`src/sv/tts_pkg.sv`:
```
package tts_pkg;

	localparam int NUM_SLOTS_DEF = 8;
	localparam int MAX_RESULTS   = 8;
	localparam int CNT_W         = $clog2(MAX_RESULTS + 1);
	localparam int Q_DEPTH       = 2;

	localparam logic [1:0] FUNC_TICK     = 2'd0;
	localparam logic [1:0] FUNC_ADD_ONCE = 2'd1;
	localparam logic [1:0] FUNC_ADD_PER  = 2'd2;
	localparam logic [1:0] FUNC_REMOVE   = 2'd3;

	localparam logic [1:0] KIND_ADD    = 2'd0;
	localparam logic [1:0] KIND_REMOVE = 2'd1;
	localparam logic [1:0] KIND_FIRE   = 2'd2;

	localparam logic [7:0] TPM_RESET = 8'd1;

	// classified request, front to back
	typedef struct packed {
		logic [1:0]  func;
		logic [31:0] arg;
		logic        rm_ok;
	} req_t;

	function automatic logic [3:0] slot_id(input logic [4:0] idx);
		logic [4:0] s;
		s = idx + 5'd1;
		return s[3:0];
	endfunction

endpackage

```
`src/sv/timer_task_slot_scheduler.sv`:
```
// Microsecond time base with NUM_SLOTS task slots. Requests enter a two-entry
// queue and are carried out by an executor that holds the clock, the prescaler
// and the slot table; results leave through an output register, so a tick
// can be taken while a result waits. An add or a remove is carried out and its
// result loaded when the executor takes it. A tick runs a clock update, then a
// parallel due check of all slots, then one firing a cycle from the due mask
// while the output register is free; a quiet tick gives no result.
module timer_task_slot_scheduler #(
	parameter int NUM_SLOTS = tts_pkg::NUM_SLOTS_DEF
) (
	input  logic        clk,
	input  logic        arst_n,
	input  logic        cfg_we,
	input  logic [7:0]  cfg_wdata,   // ticks_per_microsecond
	input  logic        s_tvalid,
	output logic        s_tready,
	input  logic [31:0] s_tdata,     // argument
	input  logic [1:0]  s_tuser,     // func
	output logic        m_tvalid,
	input  logic        m_tready,
	output logic [39:0] m_tdata,     // task_id [3:0], now_us [35:4], zero [39:36]
	output logic [1:0]  m_tuser,     // kind
	output logic        m_tlast
);

	logic [7:0]     tpm_q;
	logic           q_valid, q_pop;
	tts_pkg::req_t  q_req;
	logic [3:0]     out_id;
	logic [31:0]    out_now;

	always_ff @(posedge clk or negedge arst_n) begin
		if (!arst_n) begin
			tpm_q <= tts_pkg::TPM_RESET;
		end else if (cfg_we) begin
			tpm_q <= cfg_wdata;
		end
	end

	tts_front #(.NUM_SLOTS(NUM_SLOTS)) u_front (
		.clk      (clk),
		.arst_n   (arst_n),
		.in_valid (s_tvalid),
		.in_ready (s_tready),
		.in_func  (s_tuser),
		.in_arg   (s_tdata),
		.q_valid  (q_valid),
		.q_req    (q_req),
		.q_pop    (q_pop)
	);

	tts_back #(.NUM_SLOTS(NUM_SLOTS)) u_back (
		.clk       (clk),
		.arst_n    (arst_n),
		.cfg_tpm   (tpm_q),
		.q_valid   (q_valid),
		.q_req     (q_req),
		.q_pop     (q_pop),
		.out_valid (m_tvalid),
		.out_ready (m_tready),
		.out_kind  (m_tuser),
		.out_id    (out_id),
		.out_now   (out_now),
		.out_last  (m_tlast)
	);

	assign m_tdata = {4'd0, out_now, out_id};

endmodule

```
`src/sv/tts_front.sv`:
```
module tts_front #(
	parameter int NUM_SLOTS = tts_pkg::NUM_SLOTS_DEF
) (
	input  logic              clk,
	input  logic              arst_n,
	input  logic              in_valid,
	output logic              in_ready,
	input  logic [1:0]        in_func,
	input  logic [31:0]       in_arg,
	output logic              q_valid,
	output tts_pkg::req_t     q_req,
	input  logic              q_pop
);

	localparam int PW = (tts_pkg::Q_DEPTH > 1) ? $clog2(tts_pkg::Q_DEPTH) : 1;
	localparam int CW = $clog2(tts_pkg::Q_DEPTH + 1);

	tts_pkg::req_t     mem_q [tts_pkg::Q_DEPTH];
	logic [PW-1:0]     wr_ptr_q, rd_ptr_q;
	logic [CW-1:0]     cnt_q;
	tts_pkg::req_t     req_in;
	logic              push, pop;

	always_comb begin
		req_in.func  = in_func;
		req_in.arg   = in_arg;
		req_in.rm_ok = (in_arg >= 32'd1) && (in_arg <= 32'(NUM_SLOTS));
	end

	assign in_ready = (cnt_q != CW'(tts_pkg::Q_DEPTH));
	assign q_valid  = (cnt_q != '0);
	assign q_req    = mem_q[rd_ptr_q];
	assign push     = in_valid && in_ready;
	assign pop      = q_pop && q_valid;

	always_ff @(posedge clk) begin
		if (push) begin
			mem_q[wr_ptr_q] <= req_in;
		end
	end

	always_ff @(posedge clk or negedge arst_n) begin
		if (!arst_n) begin
			wr_ptr_q <= '0;
			rd_ptr_q <= '0;
			cnt_q    <= '0;
		end else begin
			if (push) begin
				wr_ptr_q <= (wr_ptr_q == PW'(tts_pkg::Q_DEPTH - 1)) ? '0 : wr_ptr_q + 1'b1;
			end
			if (pop) begin
				rd_ptr_q <= (rd_ptr_q == PW'(tts_pkg::Q_DEPTH - 1)) ? '0 : rd_ptr_q + 1'b1;
			end
			if (push && !pop) begin
				cnt_q <= cnt_q + 1'b1;
			end else if (pop && !push) begin
				cnt_q <= cnt_q - 1'b1;
			end
		end
	end

endmodule

```
`src/sv/tts_back.sv`:
```
module tts_back #(
	parameter int NUM_SLOTS = tts_pkg::NUM_SLOTS_DEF
) (
	input  logic              clk,
	input  logic              arst_n,
	input  logic [7:0]        cfg_tpm,
	input  logic              q_valid,
	input  tts_pkg::req_t     q_req,
	output logic              q_pop,
	output logic              out_valid,
	input  logic              out_ready,
	output logic [1:0]        out_kind,
	output logic [3:0]        out_id,
	output logic [31:0]       out_now,
	output logic              out_last
);

	localparam int IW = (NUM_SLOTS > 1) ? $clog2(NUM_SLOTS) : 1;

	localparam logic [1:0] ST_IDLE = 2'd0;
	localparam logic [1:0] ST_MASK = 2'd1;
	localparam logic [1:0] ST_FIRE = 2'd2;

	logic [1:0]            state_q;
	logic [31:0]           clock_q;
	logic [7:0]            presc_q;
	logic [NUM_SLOTS-1:0]  active_q;
	logic [31:0]           due_q    [NUM_SLOTS];
	logic [31:0]           period_q [NUM_SLOTS];
	logic [NUM_SLOTS-1:0]  mask_q;
	logic [tts_pkg::CNT_W-1:0] cnt_q;

	logic                  ov_q, olast_q;
	logic [1:0]            okind_q;
	logic [3:0]            oid_q;
	logic [31:0]           onow_q;

	logic                  out_free;
	logic                  out_load;
	logic                  free_found;
	logic [IW-1:0]         free_idx;
	logic [IW-1:0]         sel_idx;
	logic [NUM_SLOTS-1:0]  sel_oh, due_hit, rest;
	logic [7:0]            limit, presc_inc;
	logic                  fire_last;
	logic [IW-1:0]         rm_idx;
	logic                  is_tick, is_add;

	assign out_free = !ov_q || out_ready;
	assign is_tick  = (q_req.func == tts_pkg::FUNC_TICK);
	assign is_add   = (q_req.func == tts_pkg::FUNC_ADD_ONCE) ||
	                  (q_req.func == tts_pkg::FUNC_ADD_PER);
	assign q_pop    = (state_q == ST_IDLE) && q_valid && (is_tick || out_free);
	assign out_load = (q_pop && !is_tick) || ((state_q == ST_FIRE) && out_free);
	assign rm_idx   = IW'(q_req.arg - 32'd1);
	assign limit    = (cfg_tpm == 8'd0) ? 8'd1 : cfg_tpm;
	assign presc_inc = presc_q + 8'd1;

	always_comb begin
		free_found = 1'b0;
		free_idx   = '0;
		sel_idx    = '0;
		sel_oh     = '0;
		for (int i = NUM_SLOTS - 1; i >= 0; i--) begin
			if (!active_q[i]) begin
				free_found = 1'b1;
				free_idx   = IW'(i);
			end
			if (mask_q[i]) begin
				sel_idx = IW'(i);
				sel_oh  = NUM_SLOTS'(1) << i;
			end
			due_hit[i] = active_q[i] && (due_q[i] <= clock_q);
		end
		rest      = mask_q & ~sel_oh;
		fire_last = (rest == '0) || (cnt_q == tts_pkg::CNT_W'(tts_pkg::MAX_RESULTS - 1));
	end

	// slot payload
	always_ff @(posedge clk) begin
		if (q_pop && is_add && free_found) begin
			if (q_req.func == tts_pkg::FUNC_ADD_ONCE) begin
				due_q[free_idx]    <= q_req.arg;
				period_q[free_idx] <= '0;
			end else begin
				due_q[free_idx]    <= clock_q + q_req.arg;
				period_q[free_idx] <= q_req.arg;
			end
		end else if (state_q == ST_FIRE && out_free && period_q[sel_idx] != '0) begin
			due_q[sel_idx] <= due_q[sel_idx] + period_q[sel_idx];
		end
	end

	// output payload
	always_ff @(posedge clk) begin
		if (q_pop && !is_tick) begin
			okind_q <= is_add ? tts_pkg::KIND_ADD : tts_pkg::KIND_REMOVE;
			if (is_add) begin
				oid_q <= free_found ? tts_pkg::slot_id(5'(free_idx)) : 4'd0;
			end else begin
				oid_q <= q_req.rm_ok ? q_req.arg[3:0] : 4'd0;
			end
			onow_q  <= clock_q;
			olast_q <= 1'b1;
		end else if (state_q == ST_FIRE && out_free) begin
			okind_q <= tts_pkg::KIND_FIRE;
			oid_q   <= tts_pkg::slot_id(5'(sel_idx));
			onow_q  <= clock_q;
			olast_q <= fire_last;
		end
	end

	always_ff @(posedge clk or negedge arst_n) begin
		if (!arst_n) begin
			state_q  <= ST_IDLE;
			clock_q  <= '0;
			presc_q  <= '0;
			active_q <= '0;
			mask_q   <= '0;
			cnt_q    <= '0;
			ov_q     <= 1'b0;
		end else begin
			if (out_load) begin
				ov_q <= 1'b1;
			end else if (out_ready) begin
				ov_q <= 1'b0;
			end
			case (state_q)
				ST_IDLE: begin
					if (q_pop) begin
						if (is_tick) begin
							if (presc_inc >= limit) begin
								presc_q <= '0;
								clock_q <= clock_q + 32'd1;
							end else begin
								presc_q <= presc_inc;
							end
							state_q <= ST_MASK;
						end else begin
							if (is_add && free_found) begin
								active_q[free_idx] <= 1'b1;
							end else if (!is_add && q_req.rm_ok) begin
								active_q[rm_idx] <= 1'b0;
							end
						end
					end
				end
				ST_MASK: begin
					mask_q  <= due_hit;
					cnt_q   <= '0;
					state_q <= (due_hit != '0) ? ST_FIRE : ST_IDLE;
				end
				ST_FIRE: begin
					if (out_free) begin
						mask_q <= rest;
						cnt_q  <= cnt_q + 1'b1;
						if (period_q[sel_idx] == '0) begin
							active_q[sel_idx] <= 1'b0;
						end
						if (fire_last) begin
							state_q <= ST_IDLE;
						end
					end
				end
				default: begin
					state_q <= ST_IDLE;
				end
			endcase
		end
	end

	assign out_valid = ov_q;
	assign out_kind  = okind_q;
	assign out_id    = oid_q;
	assign out_now   = onow_q;
	assign out_last  = olast_q;

endmodule

```
`config.mk`:
```
export PLATFORM = sky130hd
export DESIGN_NAME = timer_task_slot_scheduler
export DESIGN_NICKNAME = d
export VERILOG_FILES = /design/src/sv/tts_pkg.sv /design/src/sv/timer_task_slot_scheduler.sv /design/src/sv/tts_front.sv /design/src/sv/tts_back.sv
export SDC_FILE = /design/constraint.sdc
export NUM_CORES = 1
export LEC_CHECK = 0
export BUFFER_PORTS_ARGS = -buffer_cell sky130_fd_sc_hd__buf_4
export CORE_UTILIZATION = 55
export DETAILED_ROUTE_END_ITERATION = 6
export GPL_TIMING_DRIVEN = 0
export MAX_ROUTING_LAYER = met4
export PLACE_DENSITY = 0.71
export SLEW_MARGIN = 20
export SYNTH_ARGS = -nofsm -noshare
export SYNTH_HDL_FRONTEND = slang
export SYNTH_SLANG_ARGS = --single-unit
```
`constraint.sdc`:
```
create_clock -name clk -period 5.69 [get_ports clk]
set_input_delay 0.2845 -clock clk [delete_from_list [all_inputs] [get_ports clk]]
set_output_delay 0.2845 -clock clk [all_outputs]
set_load 0.02 [all_outputs]
```
==> out/qor.csv <==
stage;metric;value;unit
hold_path;Worst Hold Endpoint;u_front.wr_ptr_q$_DFFE_PN0P_;
run_status;violations in the final reports;setup timing;
setup_path;kind of capture point of the worst setup path;flip-flop;
die;die extent in y;261;µm
yosys;share of synthesized area occupied by flip-flops and latches;0.557;
power;areal power density over the cells;683;nW/µm²
die;initial core utilization;0.559;
cts;clock latency on the worst-skew pair;0.68;ns
setup_path;largest delay contributor family on the critical path;compound AO/OA/AOI/OAI gates;
yosys;share of synthesized flip-flops with an asynchronous set or reset;0.108;
cts;clock-pin slew of the registers on the worst-case setup and hold paths;0.06;ns
yosys;total standard cell area after synthesis;36900;µm²
cts;total number of H-tree levels;3;
detailed_routing;top routing layer used;met4;
finish;proportion of layout cells with a drive suffix above 1;0.130;
yosys;most frequent cell after synthesis;sky130_fd_sc_hd__edfxtp_1;
detailed_routing;total detailed-routing wirelength;129000;µm
yosys;largest area contributor in the synthesized netlist;sky130_fd_sc_hd__edfxtp_1;
detailed_routing;metal3 WL;11400;µm
yosys;commonest register cell after synthesis;sky130_fd_sc_hd__edfxtp_1;
die;Die Outline Area;68100;µm²
detailed_routing;count of TritonRoute iterations in the first routing pass;6;
yosys;Area contributors post-synth;sky130_fd_sc_hd__edfxtp_1, sky130_fd_sc_hd__ha_1, sky130_fd_sc_hd__dfrtp_1;
global_routing;residual overflow from global routing;0;
yosys;number of distinct library cells after synthesis;84;
global_routing;wire length of the first global-routing pass;184000;µm
die;core area;66000;µm²
setup_path;startpoint type of the worst setup path;flip-flop;
setup_path;slowest cell delay on critical path;0.48;ns
placement;number of buffer cells added on primary ports;87;
hold_path;Hold/Removal Path Class;in -> reg;
sta;max-slew violation count;0;
finish;final non-filler cell total;4263;
finish;final net count;3724;
run_status;status;finished with violations;
global_routing;antenna violations before repair;3;
detailed_routing;length of routed met2 wiring;59700;µm
cts;clock tree from TritonCTS;yes;
sta;final setup violation count;8;
hold_path;start point of the worst hold path;s_tvalid;
setup_path;Worst Path Max Fanout;10;
setup_path;Register-to-Register Setup Slack;-0.06;ns
setup_path;worst path arrival time;6.10;ns
setup_path;master of the slowest instance on the critical path;sky130_fd_sc_hd__a311oi_1;
flow_run;total of max-cap violations;0;
global_routing;total track usage;0.390;
yosys;Post-synth EDFFs;620;
yosys;average cell area after synthesis;11.9;µm²
placement;placed insts;4075;
setup_path;CP required;6.04;ns
sta;Max-Slew Margin vs Limit;0.227;
setup_path;most used cell along the critical path;sky130_fd_sc_hd__o21ai_0;
yosys;Post-Syn Instances;3090;
sta;shortest clock period the worst path allows after layout;5.75;ns
setup_path;Worst Setup Path Type;reg -> reg;
sta;pin slew with the least headroom to its limit;1.15;ns
cts;Num CTS Buffers;74;
detailed_routing;number of DRC markers after the initial detailed-route iteration;3578;
sta;peak clock frequency supported by timing;0.174;GHz
power;total power consumption of the routed design;0.0295;W
sta;final hold vios;0;
yosys;Ys Warns;0;
setup_path;cell-by-cell listing of the critical path;clkbuf_8 > inv_1 > a21oi_4 > buf_8 > clkbuf_8 > buf_4 > nand2_1 > a311oi_1 > o21ai_0 > a31oi_1 > ha_1 > nand2_1 > o21ai_0 > o221ai_1 > o21ai_0 > a41o_1 > o41ai_4 > o211ai_1 > nor2_1 > xnor2_1 > o221a_2;
sta;Final Cycle Share;1.01;
setup_path;Buf/Inv on CP;5;
sta;final sum of negative setup slack;-0.405;ns
finish;signed area change from the synthesized netlist to the final layout;17.3;%
detailed_routing;number of DRC violations after detailed routing;0;
die;die span in x;261;µm
sta;WHS;0.0303;ns
cts;CTS sink count;696;
detailed_routing;number of nets with antenna violations after detailed routing;0;
setup_path;Worst R2R Path Depth;21;
die;num rows;94;
setup_path;reg-to-reg critical path endpoint;u_back.due_q[4][31]$_DFFE_PP_;
detailed_routing;routed metal-1 wirelength;50000;µm
die;total I/O pin count;92;
sta;final critical-path setup slack;-0.0562;ns
yosys;#FFs+latches synth;696;
placement;routability cong.;1.03;
detailed_routing;total number of vias;28500;
sta;clock skew;0.0428;ns
detailed_routing;Wirelength per Cell;30.2;µm
hold_path;number of cells traversed by the worst hold path;3;
placement;HPWL after DPL;97700;µm
detailed_routing;Vias/cell;6.69;
yosys;most frequent cells after synthesis;sky130_fd_sc_hd__edfxtp_1, sky130_fd_sc_hd__ha_1, sky130_fd_sc_hd__nand2_1;
setup_path;worst flop-to-flop path startpoint;u_back.mask_q[5]$_DFFE_PN0P_;
global_routing;via count of the first global-routing pass;27900;
power;static leakage;16.4;nW
yosys;fraction of synthesized cell area taken by the top area cell type;0.505;
global_routing;pin count of the biggest net entering global routing;76;
power;Peak supply drop;0.000581;V
cts;maximum number of buffers from clock root to sink;3;
cts;buffer type at the clock tree root;sky130_fd_sc_hd__clkbuf_16;
-- cell type report --
cell class,count,area [µm²]
Fill cell,4887,22700
Sequential cell,696,20500
Multi-Input combinational cell,2178,16200
Clock buffer,91,1930
Timing Repair Buffer,174,1890
Tap cell,864,1080
Buffer,108,684
Clock inverter,41,564
Inverter,108,405
Antenna cell,3,7.51
-- state kept, by name, summed over array words and instances, names as in the netlist, 2 cells and up --
register,count
tpm_q,8
u_back.active_q,8
u_back.clock_q,32
u_back.cnt_q,4
u_back.due_q,256
u_back.mask_q,8
u_back.out_id,4
u_back.out_kind,2
u_back.out_now,32
u_back.period_q,256
u_back.presc_q,8
u_back.state_q,2
u_front.cnt_q,2
u_front.mem_q,70
-- worst max-delay path by stage --
stage / cells after the start / slack, ns / endpoint / start
floorplan: 13 / -0.08 / u_back.due_q[4][0]$_DFFE_PP_ / u_back.mask_q[5]$_DFFE_PN0P_
global placement: 12 / -4.04 / u_back.due_q[5][28]$_DFFE_PP_ / u_back.mask_q[5]$_DFFE_PN0P_
detailed placement: 21 / -3.02 / u_back.due_q[2][28]$_DFFE_PP_ / u_back.mask_q[5]$_DFFE_PN0P_
CTS: 12 / 0.005 / u_back.due_q[1][3]$_DFFE_PP_ / u_front.rd_ptr_q$_DFFE_PN0P_
global route: 19 / -0.03 / u_back.due_q[2][31]$_DFFE_PP_ / u_back.mask_q[2]$_DFFE_PN0P_
finish: 21 / -0.06 / u_back.due_q[4][31]$_DFFE_PP_ / u_back.mask_q[5]$_DFFE_PN0P_
-- stage by stage --
stage | cell area [µm²] | utilization | setup slack [ns]
2_1_floorplan | 36900 | - | -0.0773
3_3_place_gp | 38600 | 0.585 | -4.04
5_1_grt | 43200 | 0.655 | -0.0279
3_5_place_dp | 39500 | 0.599 | -3.02
4_1_cts | 43000 | 0.652 | 0.00512
6_report | 43200 | 0.655 | -0.0562
-- worst min-delay path: stages --
cell	delay [ns]
sky130_fd_sc_hd__buf_4	0.11
sky130_fd_sc_hd__nand2_1	0.14
sky130_fd_sc_hd__xnor2_1	0.09
-- where the power goes --
| part | internal (W) | switching, W | total [W] |
|---|---|---|---|
| combinational | 0.00530 | 0.0108 | 0.0161 |
| sequential | 0.00788 | 0.000591 | 0.00847 |
| clock | 0.00282 | 0.00218 | 0.00499 |
| total | 0.0160 | 0.0135 | 0.0295 |
-- cell families after synthesis --
kind of cell               count (synthesis)  share of synthesized area
and+or+nand+nor                          858                      0.110
AOI/OAI and AO/OA                        760                      0.138
DFF                                      696                      0.557
adders and majority gates                338                      0.115
buffers and inverters                    219                     0.0239
muxes                                    118                     0.0329
xor gates and xnor gates                 100                     0.0238
other                                      1                   0.000102
-- what timing repair did --
| item | 4_1_cts | 5_1_grt |
|---|---|---|
| hold endpoints to repair | 150 | 0 |
| buffers inserted | 4 | 4 |
| hold buffers | 48 | 0 |
| gates resized for setup | 149 | 57 |
| setup endpoints to repair | 528 | 264 |
| pin swaps | 4 | 6 |
-- layer usage --
metal,up-vias,GRT usage
li1,12400,-
met1,14100,0.501
met2,1687,0.602
met3,313,0.0517
met4,0,0.216
met5,-,-
-- layout by cell type, fill, tap and decap left out, drive strengths merged, types with 35 or more instances in the layout --
cell           n
a21o          96
a21oi        136
a31oi         54
buf          164
clkbuf       161
dfrtp         74
dlygate4sd3   48
edfxtp       620
ha           335
inv          108
mux2i         94
nand2        308
nand3         73
nand4         66
nor2         177
nor2b         35
nor3          58
o21ai        156
o22ai         59
xnor2         73
Power figures use the tool's default switching activity.
